$ cat src/hw/rtl/assert_macros.svh
// Assertion helpers for the RTL.
// Every check is sampled on the rising edge of i_clk and is held off while reset is active.
`ifndef ASSERT_MACROS_SVH
`define ASSERT_MACROS_SVH

// A property that must hold at every sampled edge.
`define ASSERT_CLK(label, prop, msg) \
    label: assert property (@(posedge i_clk) disable iff (!i_rst_n) (prop)) else $error(msg);

// A condition that must hold in the same cycle as its trigger.
`define ASSERT_IMPL(label, trig, cond, msg) \
    `ASSERT_CLK(label, (trig) |-> (cond), msg)

// A condition that must hold in the cycle after its trigger.
`define ASSERT_NEXT(label, trig, cond, msg) \
    `ASSERT_CLK(label, (trig) |=> (cond), msg)

`endif

$ cat src/hw/rtl/tsd_pkg.sv
// ----------------------------------------------------------------------------
// tsd_pkg
// Shared widths, codes and coordinate scaling for the touch swipe detector.
// ----------------------------------------------------------------------------
`timescale 1ns / 1ps

package tsd_pkg;

    localparam int RAW_WIDTH = 12;
    localparam int RAW_MAX   = (1 << RAW_WIDTH) - 1;

    localparam int OP_W    = 1;
    localparam int TYPE_W  = 5;
    localparam int CODE_W  = 10;
    localparam int VAL_W   = 12;
    localparam int COORD_W = 12;
    localparam int KIND_W  = 2;
    localparam int DIR_W   = 3;
    localparam int MODE_W  = 2;
    localparam int THR_W   = 12;
    localparam int CFG_IDX_W  = 1;
    localparam int CFG_DATA_W = 12;

    // Opcodes.
    localparam logic [OP_W-1:0] OP_EVENT = 1'b0;
    localparam logic [OP_W-1:0] OP_CLEAR = 1'b1;

    // Event types and codes.
    localparam logic [TYPE_W-1:0] EV_KEY = 5'd1;
    localparam logic [TYPE_W-1:0] EV_ABS = 5'd3;
    localparam logic [CODE_W-1:0] CODE_X     = 10'd0;
    localparam logic [CODE_W-1:0] CODE_Y     = 10'd1;
    localparam logic [CODE_W-1:0] CODE_TOUCH = 10'd330;

    // Gesture modes.
    localparam logic [MODE_W-1:0] MODE_SWIPE = 2'd0;
    localparam logic [MODE_W-1:0] MODE_DRAG  = 2'd1;
    localparam logic [MODE_W-1:0] MODE_TAP   = 2'd2;

    // Result kinds.
    localparam logic [KIND_W-1:0] KIND_SWIPE = 2'd0;
    localparam logic [KIND_W-1:0] KIND_SMALL = 2'd1;
    localparam logic [KIND_W-1:0] KIND_DRAG  = 2'd2;
    localparam logic [KIND_W-1:0] KIND_TAP   = 2'd3;

    // Directions, two's complement.
    localparam logic signed [DIR_W-1:0] DIR_NONE  = 3'sd0;
    localparam logic signed [DIR_W-1:0] DIR_RIGHT = 3'sd1;
    localparam logic signed [DIR_W-1:0] DIR_LEFT  = -3'sd1;
    localparam logic signed [DIR_W-1:0] DIR_UP    = 3'sd2;
    localparam logic signed [DIR_W-1:0] DIR_DOWN  = -3'sd2;

    // Configuration register indexes.
    localparam logic [CFG_IDX_W-1:0] REG_MODE      = 1'b0;
    localparam logic [CFG_IDX_W-1:0] REG_THRESHOLD = 1'b1;

    localparam logic [THR_W-1:0] THRESHOLD_RESET = 12'd20;

    typedef struct packed {
        logic [OP_W-1:0]   opcode;
        logic [TYPE_W-1:0] event_type;
        logic [CODE_W-1:0] event_code;
        logic [VAL_W-1:0]  event_value;
    } t_evt;

    // Clamp a raw value to the largest value the sensor can report.
    function automatic logic [VAL_W-1:0] sat_raw(input logic [VAL_W-1:0] v);
        logic [VAL_W-1:0] res;
        if (int'(v) > RAW_MAX) begin
            res = VAL_W'(RAW_MAX);
        end else begin
            res = v;
        end
        return res;
    endfunction

    // X * 800 / 1024 is X * 25 / 32.
    function automatic logic [COORD_W-1:0] scale_x(input logic [VAL_W-1:0] v);
        logic [VAL_W+4:0] p;
        p = (VAL_W+5)'(v) * (VAL_W+5)'(25);
        return p[VAL_W+4:5];
    endfunction

    // Y * 480 / 600 is (Y * 4) / 5; the divide by five is a reciprocal multiply.
    function automatic logic [COORD_W-1:0] scale_y(input logic [VAL_W-1:0] v);
        logic [VAL_W+1:0] n;
        logic [29:0]      p;
        n = {v, 2'b00};
        p = 30'(n) * 30'd52429;
        return p[29:18];
    endfunction

endpackage

$ cat src/hw/rtl/tsd_evt_if.sv
// ----------------------------------------------------------------------------
// tsd_evt_if
// Request channel that carries one touch event or a clear command.
// ----------------------------------------------------------------------------
`timescale 1ns / 1ps

interface tsd_evt_if
    import tsd_pkg::*;
();
    logic              valid;
    logic              ready;
    logic [OP_W-1:0]   opcode;
    logic [TYPE_W-1:0] event_type;
    logic [CODE_W-1:0] event_code;
    logic [VAL_W-1:0]  event_value;

    modport source (output valid, opcode, event_type, event_code, event_value, input ready);
    modport sink   (input valid, opcode, event_type, event_code, event_value, output ready);
endinterface

$ cat src/hw/rtl/tsd_res_if.sv
// ----------------------------------------------------------------------------
// tsd_res_if
// Request channel that carries one gesture result.
// ----------------------------------------------------------------------------
`timescale 1ns / 1ps

interface tsd_res_if
    import tsd_pkg::*;
();
    logic                     valid;
    logic                     ready;
    logic [KIND_W-1:0]        result_kind;
    logic signed [DIR_W-1:0]  direction;
    logic [COORD_W-1:0]       first_x;
    logic [COORD_W-1:0]       first_y;
    logic [COORD_W-1:0]       last_x;
    logic [COORD_W-1:0]       last_y;

    modport source (output valid, result_kind, direction, first_x, first_y, last_x, last_y,
                    input ready);
    modport sink   (input valid, result_kind, direction, first_x, first_y, last_x, last_y,
                    output ready);
endinterface

$ cat src/hw/rtl/tsd_cfg_if.sv
// ----------------------------------------------------------------------------
// tsd_cfg_if
// Configuration write channel: register index and write data.
// ----------------------------------------------------------------------------
`timescale 1ns / 1ps

interface tsd_cfg_if
    import tsd_pkg::*;
();
    logic                  valid;
    logic                  ready;
    logic [CFG_IDX_W-1:0]  index;
    logic [CFG_DATA_W-1:0] data;

    modport source (output valid, index, data, input ready);
    modport sink   (input valid, index, data, output ready);
endinterface

$ cat src/hw/rtl/touch_swipe_detector_unit.sv
// Flow: a request accepted into the input register is evaluated from there, and its result
// is written into the output register when that register is empty or is being emptied.
// Throughput: one request per cycle while the output register is not held by o_res.ready low.
// Reset (synchronous, active low) empties both registers, zeroes the coordinate state and loads
// gesture mode 0 and a swipe threshold of 20.
// ----------------------------------------------------------------------------
// touch_swipe_detector_unit
// Tracks touch coordinates from input events and reports swipe, drag and tap results.
// ----------------------------------------------------------------------------
`timescale 1ns / 1ps
`include "assert_macros.svh"

module touch_swipe_detector_unit
    import tsd_pkg::*;
(
    input  logic       i_clk,
    input  logic       i_rst_n,
    tsd_evt_if.sink    i_evt,
    tsd_res_if.source  o_res,
    tsd_cfg_if.sink    i_cfg
);

    // ------------------------------------------------------------------
    // Configuration registers. Writes are always taken; the index is a
    // single bit so both codes name a register.
    // ------------------------------------------------------------------
    logic [MODE_W-1:0] r_mode;
    logic [THR_W-1:0]  r_threshold;

    assign i_cfg.ready = 1'b1;

    always_ff @(posedge i_clk) begin
        if (!i_rst_n) begin
            r_mode      <= MODE_SWIPE;
            r_threshold <= THRESHOLD_RESET;
        end else if (i_cfg.valid) begin
            unique case (i_cfg.index)
                REG_MODE:      r_mode      <= i_cfg.data[MODE_W-1:0];
                REG_THRESHOLD: r_threshold <= i_cfg.data[THR_W-1:0];
            endcase
        end
    end

    // ------------------------------------------------------------------
    // Handshake. The input register holds one request; it moves into the
    // evaluation step whenever the output register is empty or is being
    // emptied in the same cycle. A request that produces no result still
    // waits for that slot, which keeps the control to a single condition.
    // ------------------------------------------------------------------
    logic r_s_vld;
    logic r_o_vld;
    t_evt r_evt;
    logic out_free;
    logic advance;

    assign out_free    = !r_o_vld || o_res.ready;
    assign advance     = r_s_vld && out_free;
    assign i_evt.ready = !r_s_vld || advance;

    always_ff @(posedge i_clk) begin
        if (!i_rst_n) begin
            r_s_vld <= 1'b0;
        end else if (i_evt.ready) begin
            r_s_vld <= i_evt.valid;
        end
    end

    always_ff @(posedge i_clk) begin
        if (i_evt.valid && i_evt.ready) begin
            r_evt.opcode      <= i_evt.opcode;
            r_evt.event_type  <= i_evt.event_type;
            r_evt.event_code  <= i_evt.event_code;
            r_evt.event_value <= i_evt.event_value;
        end
    end

    // ------------------------------------------------------------------
    // Coordinate state.
    // ------------------------------------------------------------------
    logic [COORD_W-1:0] r_begin_x, r_begin_y, r_latest_x, r_latest_y;

    // Evaluation of the request in the input register.
    logic [VAL_W-1:0]        raw;
    logic [COORD_W-1:0]      upd_bx, upd_by, upd_lx, upd_ly;
    logic [COORD_W-1:0]      ax, ay;
    logic                    is_abs_x, is_abs_y, is_release, all_set, start_set;
    logic                    emit;
    logic [KIND_W-1:0]       kind;
    logic signed [DIR_W-1:0] dir;

    always_comb begin
        raw      = sat_raw(r_evt.event_value);
        is_abs_x = (r_evt.event_type == EV_ABS) && (r_evt.event_code == CODE_X);
        is_abs_y = (r_evt.event_type == EV_ABS) && (r_evt.event_code == CODE_Y);

        // A start coordinate latches only while it is still zero.
        upd_bx = r_begin_x;
        upd_lx = r_latest_x;
        upd_by = r_begin_y;
        upd_ly = r_latest_y;
        if (is_abs_x) begin
            upd_lx = scale_x(raw);
            if (r_begin_x == '0) begin
                upd_bx = upd_lx;
            end
        end
        if (is_abs_y) begin
            upd_ly = scale_y(raw);
            if (r_begin_y == '0) begin
                upd_by = upd_ly;
            end
        end

        start_set  = (upd_bx != '0) && (upd_by != '0);
        all_set    = start_set && (upd_lx != '0) && (upd_ly != '0);
        is_release = (r_evt.event_type == EV_KEY) && (r_evt.event_code == CODE_TOUCH)
                     && (raw == '0);

        ax = (upd_lx > upd_bx) ? upd_lx - upd_bx : upd_bx - upd_lx;
        ay = (upd_ly > upd_by) ? upd_ly - upd_by : upd_by - upd_ly;

        // The dominant axis decides the direction when its travel clears the
        // threshold; a release that fails both tests is reported as too small.
        emit = 1'b0;
        kind = KIND_SMALL;
        dir  = DIR_NONE;
        priority if (r_mode == MODE_SWIPE && is_release && all_set) begin
            emit = 1'b1;
            priority if (ax > ay && ax > r_threshold) begin
                kind = KIND_SWIPE;
                dir  = (upd_lx > upd_bx) ? DIR_RIGHT : DIR_LEFT;
            end else if (ay > ax && ay > r_threshold) begin
                kind = KIND_SWIPE;
                dir  = (upd_ly < upd_by) ? DIR_UP : DIR_DOWN;
            end else begin
                kind = KIND_SMALL;
            end
        end else if (r_mode == MODE_DRAG && all_set) begin
            emit = 1'b1;
            kind = KIND_DRAG;
        end else if (r_mode == MODE_TAP && start_set) begin
            emit = 1'b1;
            kind = KIND_TAP;
        end else begin
            emit = 1'b0;
        end

        // A clear command touches nothing but the coordinates.
        if (r_evt.opcode == OP_CLEAR) begin
            emit = 1'b0;
        end
    end

    // The state clears after every result and on a clear command.
    always_ff @(posedge i_clk) begin
        if (!i_rst_n) begin
            r_begin_x  <= '0;
            r_begin_y  <= '0;
            r_latest_x <= '0;
            r_latest_y <= '0;
        end else if (advance) begin
            if (r_evt.opcode == OP_CLEAR || emit) begin
                r_begin_x  <= '0;
                r_begin_y  <= '0;
                r_latest_x <= '0;
                r_latest_y <= '0;
            end else begin
                r_begin_x  <= upd_bx;
                r_begin_y  <= upd_by;
                r_latest_x <= upd_lx;
                r_latest_y <= upd_ly;
            end
        end
    end

    // ------------------------------------------------------------------
    // Output register. The coordinates carry the state just before the
    // clear that follows a result.
    // ------------------------------------------------------------------
    logic [KIND_W-1:0]       r_kind;
    logic signed [DIR_W-1:0] r_dir;
    logic [COORD_W-1:0]      r_fx, r_fy, r_lx, r_ly;

    always_ff @(posedge i_clk) begin
        if (!i_rst_n) begin
            r_o_vld <= 1'b0;
        end else if (out_free) begin
            r_o_vld <= advance && emit;
        end
    end

    always_ff @(posedge i_clk) begin
        if (advance && emit) begin
            r_kind <= kind;
            r_dir  <= dir;
            r_fx   <= upd_bx;
            r_fy   <= upd_by;
            r_lx   <= upd_lx;
            r_ly   <= upd_ly;
        end
    end

    assign o_res.valid       = r_o_vld;
    assign o_res.result_kind = r_kind;
    assign o_res.direction   = r_dir;
    assign o_res.first_x     = r_fx;
    assign o_res.first_y     = r_fy;
    assign o_res.last_x      = r_lx;
    assign o_res.last_y      = r_ly;

    // ------------------------------------------------------------------
    // Checks.
    // ------------------------------------------------------------------
    `ASSERT_NEXT(a_clear_after_result, advance && emit,
        r_begin_x == '0 && r_begin_y == '0 && r_latest_x == '0 && r_latest_y == '0,
        "coordinates not cleared after a result")
    `ASSERT_IMPL(a_no_advance_when_held, r_o_vld && !o_res.ready, !advance,
        "request evaluated while the output register is held")
    `ASSERT_IMPL(a_swipe_has_direction, r_o_vld && r_kind == KIND_SWIPE, r_dir != DIR_NONE,
        "swipe result without a direction")
    `ASSERT_IMPL(a_stall_means_full, !i_evt.ready, r_s_vld && r_o_vld,
        "input stalled while a register is free")

endmodule
$ cat src/flat_wrapper.sv
// flat-port wrapper written by rule: the top's interface ports become plain ports
module touch_swipe_detector_unit_flat import tsd_pkg::*;
  (i_clk, i_rst_n, i_evt_valid, i_evt_opcode, i_evt_event_type, i_evt_event_code, i_evt_event_value, i_evt_ready, o_res_valid, o_res_result_kind, o_res_direction, o_res_first_x, o_res_first_y, o_res_last_x, o_res_last_y, o_res_ready, i_cfg_valid, i_cfg_index, i_cfg_data, i_cfg_ready);
  tsd_evt_if i_evt_i ();
  tsd_res_if o_res_i ();
  tsd_cfg_if i_cfg_i ();
  input  logic i_clk;
  input  logic i_rst_n;
  input wire logic [$bits(i_evt_i.valid)-1:0] i_evt_valid;
  input wire logic [$bits(i_evt_i.opcode)-1:0] i_evt_opcode;
  input wire logic [$bits(i_evt_i.event_type)-1:0] i_evt_event_type;
  input wire logic [$bits(i_evt_i.event_code)-1:0] i_evt_event_code;
  input wire logic [$bits(i_evt_i.event_value)-1:0] i_evt_event_value;
  output wire logic [$bits(i_evt_i.ready)-1:0] i_evt_ready;
  output wire logic [$bits(o_res_i.valid)-1:0] o_res_valid;
  output wire logic [$bits(o_res_i.result_kind)-1:0] o_res_result_kind;
  output wire logic [$bits(o_res_i.direction)-1:0] o_res_direction;
  output wire logic [$bits(o_res_i.first_x)-1:0] o_res_first_x;
  output wire logic [$bits(o_res_i.first_y)-1:0] o_res_first_y;
  output wire logic [$bits(o_res_i.last_x)-1:0] o_res_last_x;
  output wire logic [$bits(o_res_i.last_y)-1:0] o_res_last_y;
  input wire logic [$bits(o_res_i.ready)-1:0] o_res_ready;
  input wire logic [$bits(i_cfg_i.valid)-1:0] i_cfg_valid;
  input wire logic [$bits(i_cfg_i.index)-1:0] i_cfg_index;
  input wire logic [$bits(i_cfg_i.data)-1:0] i_cfg_data;
  output wire logic [$bits(i_cfg_i.ready)-1:0] i_cfg_ready;
  assign i_evt_i.valid = i_evt_valid;
  assign i_evt_i.opcode = i_evt_opcode;
  assign i_evt_i.event_type = i_evt_event_type;
  assign i_evt_i.event_code = i_evt_event_code;
  assign i_evt_i.event_value = i_evt_event_value;
  assign i_evt_ready = i_evt_i.ready;
  assign o_res_valid = o_res_i.valid;
  assign o_res_result_kind = o_res_i.result_kind;
  assign o_res_direction = o_res_i.direction;
  assign o_res_first_x = o_res_i.first_x;
  assign o_res_first_y = o_res_i.first_y;
  assign o_res_last_x = o_res_i.last_x;
  assign o_res_last_y = o_res_i.last_y;
  assign o_res_i.ready = o_res_ready;
  assign i_cfg_i.valid = i_cfg_valid;
  assign i_cfg_i.index = i_cfg_index;
  assign i_cfg_i.data = i_cfg_data;
  assign i_cfg_ready = i_cfg_i.ready;
  touch_swipe_detector_unit u_core (.i_clk(i_clk), .i_rst_n(i_rst_n), .i_evt(i_evt_i), .o_res(o_res_i), .i_cfg(i_cfg_i));
endmodule
$ cat config.mk
export PLATFORM = sky130hd
export DESIGN_NAME = touch_swipe_detector_unit_flat
export DESIGN_NICKNAME = d
export VERILOG_FILES = /design/src/hw/rtl/tsd_pkg.sv /design/src/hw/rtl/tsd_evt_if.sv /design/src/hw/rtl/tsd_res_if.sv /design/src/hw/rtl/tsd_cfg_if.sv /design/src/hw/rtl/touch_swipe_detector_unit.sv /design/src/flat_wrapper.sv
export VERILOG_INCLUDE_DIRS = /design/src /design/src/hw/rtl
export SDC_FILE = /design/constraint.sdc
export NUM_CORES = 1
export LEC_CHECK = 0
export BUFFER_PORTS_ARGS = -buffer_cell sky130_fd_sc_hd__buf_2
export CORE_UTILIZATION = 43
export DETAILED_ROUTE_END_ITERATION = 6
export PLACE_DENSITY = 0.65
export SKIP_CTS_REPAIR_TIMING = 1
export SKIP_LAST_GASP = 1
export SLEW_MARGIN = 5
export SYNTH_ARGS = -nofsm -noshare
export SYNTH_HDL_FRONTEND = slang
export SYNTH_SLANG_ARGS = --single-unit
$ cat constraint.sdc
create_clock -name i_clk -period 17.95 [get_ports i_clk]
set_input_delay 0.8975 -clock i_clk [delete_from_list [all_inputs] [get_ports i_clk]]
set_output_delay 0.8975 -clock i_clk [all_outputs]
set_load 0.02 [all_outputs]
==> impl_metrics.ini, run 1 <==
[floorplan]
core_area_mm2 = 0.0289
ios = 102
chipWidth_um = 174
rows = 62
die_area_mm2 = 0.0301
floorplan.initialDensity_pct = 43.9
die_h_um = 174

[power_and_ir_drop]
netSwitchingFraction_pct = 41.0
powerDensity_mw_per_mm2 = 103
p_leak_nw = 6.87
seq_power_share_pct = 24.8
combPwrFrac_pct = 48.9
switchingPower_mw = 0.595
p_int_mw = 0.856
ir_drop_v = 0.0000920
pwr-share-clk_pct = 26.4

[setup_path]
critPathMaxFanout = 11
critPathMaxStageDelay_ns = 0.54
slowest_stage = fa_1
start_kind = flop
r2r_cells = 41
critPathTopFamily = compound AO/OA/AOI/OAI gates
critPathLaunch = u_core.raw[6]
cp.depth = 41
crit_type = flop to flop
cp_data_required_time_ns = 18.11
worstPathArrival_ns = 10.61
r2r-start = u_core.raw[6]
worstSetupEndpointType = flop
crit_buf_inv = 5

[layout]
fin_util_pct = 49.1
drive_above_1_share_pct = 11.8
final_net_count = 1749
fillers = 2734
largest_reg_flops = 16
insertedDiodeCount = 0
areaGrowthSynthToFinish_pct = 11.8
regMostFlops = u_core.r_evt

[global_route]
grt-ovfl-total = 0
grt_pass1_vias = 9858
grt_pass1_wl_mm = 52.5
grt_usage_pct = 22.3
grt_max_degree = 54
antenna_found_initial = 0

[sta]
worstMarginPinSlew_ns = 0.968
hold_viol_final = 0
finalSetupViolations = 0
timing.fmax_mhz = 95.7
setup_tns_ns = 0
skew_ns = 0.0133
fin_crit_ns = 10.45
relSlewSlack_pct = 33.8
finalMaxSlewViolations = 0
period_share_pct = 58.2
rsz0062_at_grt = no

[synth]
synthTopCellsByArea = edfxtp_1 (19%), ha_1 (18%), dfxtp_1 (10%)
synth_ff_type = edfxtp_1
syn_inst = 1371
yosysTopAreaCell = edfxtp_1
synth_edf_count = 81
synth_most_common_cell = inv_1
ys_async_sr_fraction_pct = 0
postSynthAreaPerCell_um2 = 9.24
synth_commonest_cells = inv_1 (221), ha_1 (185), nand2_1 (115), a21oi_1 (94), edfxtp_1 (81)
synth_cell_types = 89
synth_seq_area_share_pct = 29.3
synth_top_area_share_pct = 19.2
syn_nets = 1655
synth.yosys.warnings = 0
ys_seq_elements = 145
syn_area_mm2 = 0.0127

[cts]
insertion_delay_ns = 0.43
cts_buffers = 17
cts_buffer_depth = 2
cts_tree = yes
clock-sinks = 145
cts_root_buf = clkbuf_16
clkTransAtPathRegs_ns = 0.06
htreeDepth = 4

[routing]
wire_per_inst_um = 17.8
drt_iter0_markers = 638
drtPass1Iterations = 5
final_antenna_net_count = 0
drc_errors = 0
wirelength_mm = 33.2
via_per_inst = 5.46
vias = 10200

[run_status]
status = finished clean

[placed_design]
routabilityCongestion = 0.985
io_buffers = 100
place_hpwl_mm = 27.3

[worst_hold_path]
min_path_type = flop to flop
min-delay-start = u_core.r_latest_y[6]
hold_path_depth = 2

[job]
drv_cap = 0
-- worst reg2reg max path, delay by kind of cell, from the launching register on --
| family | cells | cell delay [ns] |
|---|---|---|
| AO/OA/AOI/OAI | 18 | 3.74 |
| adder cells (fa/ha/maj) | 8 | 3.55 |
| AND/OR/NAND/NOR | 7 | 1.20 |
| XOR/XNOR | 2 | 0.60 |
| flip-flops | 1 | 0.49 |
| buffers and inverters | 5 | 0.36 |
| multiplexers | 1 | 0.21 |
-- layer usage --
layer	vias up	routed length, µm	GRT usage, %
met2	323	15400	36.4
li1	4965	-	-
met4	0	649	6.40
met3	48	1680	3.03
met1	4838	15500	30.7
met5	-	0	0
-- cells by family after synthesis --
family | Yosys count | share of synthesized area [%]
XOR/XNOR | 38 | 2.63
adder cells (fa/ha/maj) | 238 | 26.7
buffers and inverters | 255 | 8.06
other | 1 | 0.0296
AND/OR/NAND/NOR | 333 | 13.3
AO/OA/AOI/OAI | 327 | 17.2
flip-flops | 145 | 29.3
multiplexers | 34 | 2.79
-- through the flow --
stage | cells | instance area (µm²) | setup slack [ns] | hold WS (ns) | total power, mW
global placement | 1830 | 13500 | 7.94 | 0.434 | 1.06
finish | 1862 | 14200 | 7.50 | 0.447 | 1.45
detailed placement | 1830 | 13500 | 7.62 | 0.440 | 1.07
CTS | 1862 | 14200 | 7.62 | 0.447 | 1.45
floorplan | 1371 | 12700 | 8.43 | 0.421 | 0.892
global route | 1862 | 14200 | 6.66 | 0.479 | 1.56
-- placed cells by master, fill, tap and decap left out, types with 5 or more instances in the layout --
cell type / count
dfxtp_1: 64
nor3_1: 24
nor2_1: 55
mux2i_1: 27
xnor2_1: 24
o31ai_1: 5
a21o_1: 35
fa_1: 53
o21bai_1: 12
nor4_1: 9
nor2b_1: 13
inv_1: 221
and2_1: 16
or3_1: 8
nand2b_1: 18
buf_2: 100
o211ai_1: 11
mux2_2: 6
clkbuf_16: 19
or2_2: 6
buf_4: 7
o21ai_0: 37
a221o_1: 5
a21boi_0: 15
o21a_1: 9
a211oi_1: 6
o21ai_1: 40
a21oi_1: 94
nand4_1: 22
edfxtp_1: 81
ha_1: 185
xor2_1: 14
nand3_1: 15
nor3b_1: 7
nand2_1: 115
a31oi_1: 9
-- power by group through the flow --
stage | Combinational (mW) | Sequential (mW) | Clock [mW]
after floorplan | 0.527 | 0.364 | 0
after global placement | 0.692 | 0.366 | 0
after detailed placement | 0.700 | 0.366 | 0
after CTS | 0.705 | 0.359 | 0.391
after global routing | 0.795 | 0.360 | 0.402
final | 0.709 | 0.359 | 0.383
-- final cells by class --
| cell class | instances | area [µm²] | area share (%) |
|---|---|---|---|
| clock buffers | 24 | 514 | 3.63 |
| clock inverters | 8 | 123 | 0.866 |
| inverters | 223 | 837 | 5.91 |
| multi-input cells | 971 | 7930 | 56.1 |
| flip-flops and latches | 145 | 3710 | 26.2 |
| well taps | 384 | 480 | 3.39 |
| repair buffers | 107 | 553 | 3.91 |
-- final timing paths --
check	end	slack [ns]
max	u_core.o_res.result_kind[0]	7.50
min	u_core.r_latest_y[6]	0.45
max reg2reg	u_core.o_res.result_kind[0]	7.50
min reg2reg	u_core.r_latest_y[6]	0.45
Note: power is estimated with default switching activity, not from simulation.
==> run 2, diff against run 1 <==
--- a/config.mk
+++ b/config.mk
@@ -6,6 +6,7 @@
 export SDC_FILE = /design/constraint.sdc
 export NUM_CORES = 1
 export LEC_CHECK = 0
+export ABC_AREA = 1
 export BUFFER_PORTS_ARGS = -buffer_cell sky130_fd_sc_hd__buf_2
 export CORE_UTILIZATION = 43
 export DETAILED_ROUTE_END_ITERATION = 6
==> constraint.sdc (replaced) <==
create_clock -name i_clk -period 10.25 [get_ports i_clk]
set_input_delay 0.5125 -clock i_clk [delete_from_list [all_inputs] [get_ports i_clk]]
set_output_delay 0.5125 -clock i_clk [all_outputs]
set_load 0.02 [all_outputs]
==> run 2 against run 1 <==
  * The run now ends with DRC left
  * Wire length up 9.4%
  * Fmax rose by 18%
  * Global-route usage is 1.3 points higher
  * Cell area is 5.2% higher
  * Combinational power grew to 2.9 times the previous value
  * Clock skew is 0.0015 ns lower
  * Register-to-register slack lost 6.1 ns
  * Clock power rose by 81%
  * Critical path type unchanged
==> impl_metrics.ini, run 2 <==
[run_status]
status = finished, violations left
violations = DRC

[synth]
syn_area_mm2 = 0.0134
ys_async_sr_fraction_pct = 0
synth_commonest_cells = inv_1 (368), nand2_1 (363), ha_1 (185), nor2_1 (143), a21oi_1 (129)
yosysTopAreaCell = edfxtp_1
synth_most_common_cell = inv_1
synth_top_area_share_pct = 18.1
synth.yosys.warnings = 0
synth_cell_types = 49
postSynthAreaPerCell_um2 = 7.57
synthTopCellsByArea = edfxtp_1 (18%), ha_1 (17%), inv_1 (10%)
synth_seq_area_share_pct = 27.7
synth_ff_type = edfxtp_1
synth_edf_count = 81
syn_nets = 2058
ys_seq_elements = 145
syn_inst = 1774

[cts]
cts_root_buf = clkbuf_16
htreeDepth = 4
clock-sinks = 145
cts_tree = yes
clkTransAtPathRegs_ns = 0.07
cts_buffer_depth = 2
cts_buffers = 17
insertion_delay_ns = 0.44

[global_route]
grt-ovfl-total = 0
grt_pass1_wl_mm = 57.6
antenna_found_initial = 0
grt_max_degree = 77
grt_usage_pct = 23.5
grt_pass1_vias = 11400

[setup_path]
endpoint = u_core.o_res.direction[2]
crit_type = flop to flop
critPathMostFrequentCell = inv_1
critPathMaxStageDelay_ns = 0.53
worstReg2RegEnd = u_core.o_res.direction[2]
critPathLaunch = u_core.raw[6]
slowest_stage = fa_1
worstSetupEndpointType = flop
r2r_setup_slack_ns = 1.37
r2r-start = u_core.raw[6]
worstPathArrival_ns = 9.18
cp_data_required_time_ns = 10.55
critPathMaxFanout = 13
start_kind = flop
r2r_cells = 45

[sta]
skew_ns = 0.0117
finalSetupViolations = 0
worstMarginPinSlew_ns = 1.33
setup_slack_ns = 1.37
timing.fmax_mhz = 113
period_share_pct = 86.6
finalMaxSlewViolations = 0
setup_tns_ns = 0
relSlewSlack_pct = 10.4
hold_viol_final = 0
fin_crit_ns = 8.88
rsz0062_at_grt = no

[worst_hold_path]
hold_path_depth = 1
min_path_type = input pin to flop

[floorplan]
floorplan.initialDensity_pct = 43.8
rows = 64
core_area_mm2 = 0.0307
chipWidth_um = 179
die_area_mm2 = 0.0319
ios = 102
die_h_um = 179

[routing]
vias = 11700
wire_per_inst_um = 16.0
drtPass1Iterations = 7
final_antenna_net_count = 0
drc_errors = 5
drt_iter0_markers = 837
via_per_inst = 5.14
wirelength_mm = 36.3

[layout]
layout_common_cells = inv_1 (367), nand2_1 (362), ha_1 (185)
final_common_cell = inv_1
insertedDiodeCount = 0
drive_above_1_share_pct = 9.25
final_net_count = 2142
fin_cells = 2267
regMostFlops = u_core.r_evt
largest_reg_flops = 16
areaGrowthSynthToFinish_pct = 11.0

[power_and_ir_drop]
powerDensity_mw_per_mm2 = 229
ir_drop_v = 0.000168
p_leak_nw = 7.72

[job]
drv_cap = 0

[placed_design]
pre_cts_ws_ns = 1.46
routabilityCongestion = 0.906
place_hpwl_mm = 29.9
dp_cells = 2235
io_buffers = 100
-- run 2: cell types whose count changed after synthesis, moves of 18 or more --
| cell | previous run | this run |
|---|---|---|
| nand4_1 | 22 | 48 |
| inv_1 | 221 | 368 |
| nand3_1 | 15 | 64 |
| o21ai_1 | 40 | 13 |
| o21ai_0 | 37 | 63 |
| nand2b_1 | 18 | 0 |
| a21o_1 | 35 | 2 |
| mux2i_1 | 27 | 0 |
| xor2_1 | 14 | 34 |
| nand2_1 | 115 | 363 |
| a21oi_1 | 94 | 129 |
| nor2_1 | 55 | 143 |
-- run 2: logic make-up (layout without fill, tap and decap cells) --
group | after synthesis | after routing | share of synthesized area [%]
xor gates and xnor gates | 41 | 41 | 2.68
and+or+nand+nor | 674 | 674 | 21.6
other | 1 | 1 | 0.0279
DFF | 145 | 145 | 27.7
AOI/OAI and AO/OA | 260 | 260 | 10.9
buffers and inverters | 415 | 512 | 12.0
adders and majority gates | 238 | 238 | 25.1
-- run 2: final cells by class --
class	count	area (µm²)
Clock buffer	19	433
Clock inverter	13	209
Fill cell	3104	15800
Inverter	376	1410
Multi-Input combinational cell	1214	8100
Sequential cell	145	3710
Tap cell	396	495
Timing Repair Buffer	104	531
-- run 2: worst max-delay path, delay by kind of cell (launching register included) --
family                     cells  cell delay, ns
buffers and inverters         11            0.93
and+or+nand+nor               13            1.68
adders and majority gates      8            3.50
xor gates and xnor gates       1            0.27
AOI/OAI and AO/OA             12            1.89
DFF                            1            0.47
-- run 2: routing by layer --
layer | wire length [µm] | global-route usage (%) | part of all wire, % | vias to the layer above
met5 | 0 | 0 | 0 | -
met3 | 2090 | 4.28 | 5.8 | 48
met1 | 17000 | 31.5 | 47 | 5408
met2 | 16400 | 38.4 | 45 | 331
met4 | 765 | 7.06 | 2.1 | 0
li1 | - | - | - | 5869
-- run 2: where the power goes --
| group | switching (mW) | internal, mW | leakage [nW] |
|---|---|---|---|
| Combinational | 1.36 | 0.722 | 6.23 |
| Clock | 0.261 | 0.433 | 0.304 |
| Sequential | 0.0127 | 0.630 | 1.19 |
| Total | 1.63 | 1.78 | 7.72 |
-- run 2: metrics by stage --
stage	instance area, µm²	hold slack, ns	power, mW	util [%]
after floorplan	13400	0.441	2.20	-
after global placement	14300	0.449	2.70	46.5
after detailed placement	14300	0.452	2.71	46.5
after CTS	14900	0.230	3.42	48.6
after global routing	14900	0.227	3.74	48.6
final	14900	0.246	3.41	48.6
-- run 2: worst min-delay path by stage --
| stage | from | end | slack, ns |
|---|---|---|---|
| finish | i_evt_event_type[0] | u_core.r_evt[22] | 0.25 |
| global placement | u_core.r_latest_x[9] | u_core.r_latest_x[9] | 0.45 |
| detailed placement | u_core.r_latest_y[6] | u_core.r_latest_y[6] | 0.45 |
| CTS | i_evt_event_type[0] | u_core.r_evt[22] | 0.23 |
| global route | i_evt_event_type[0] | u_core.r_evt[22] | 0.23 |
| floorplan | u_core.r_latest_x[9] | u_core.r_latest_x[9] | 0.44 |
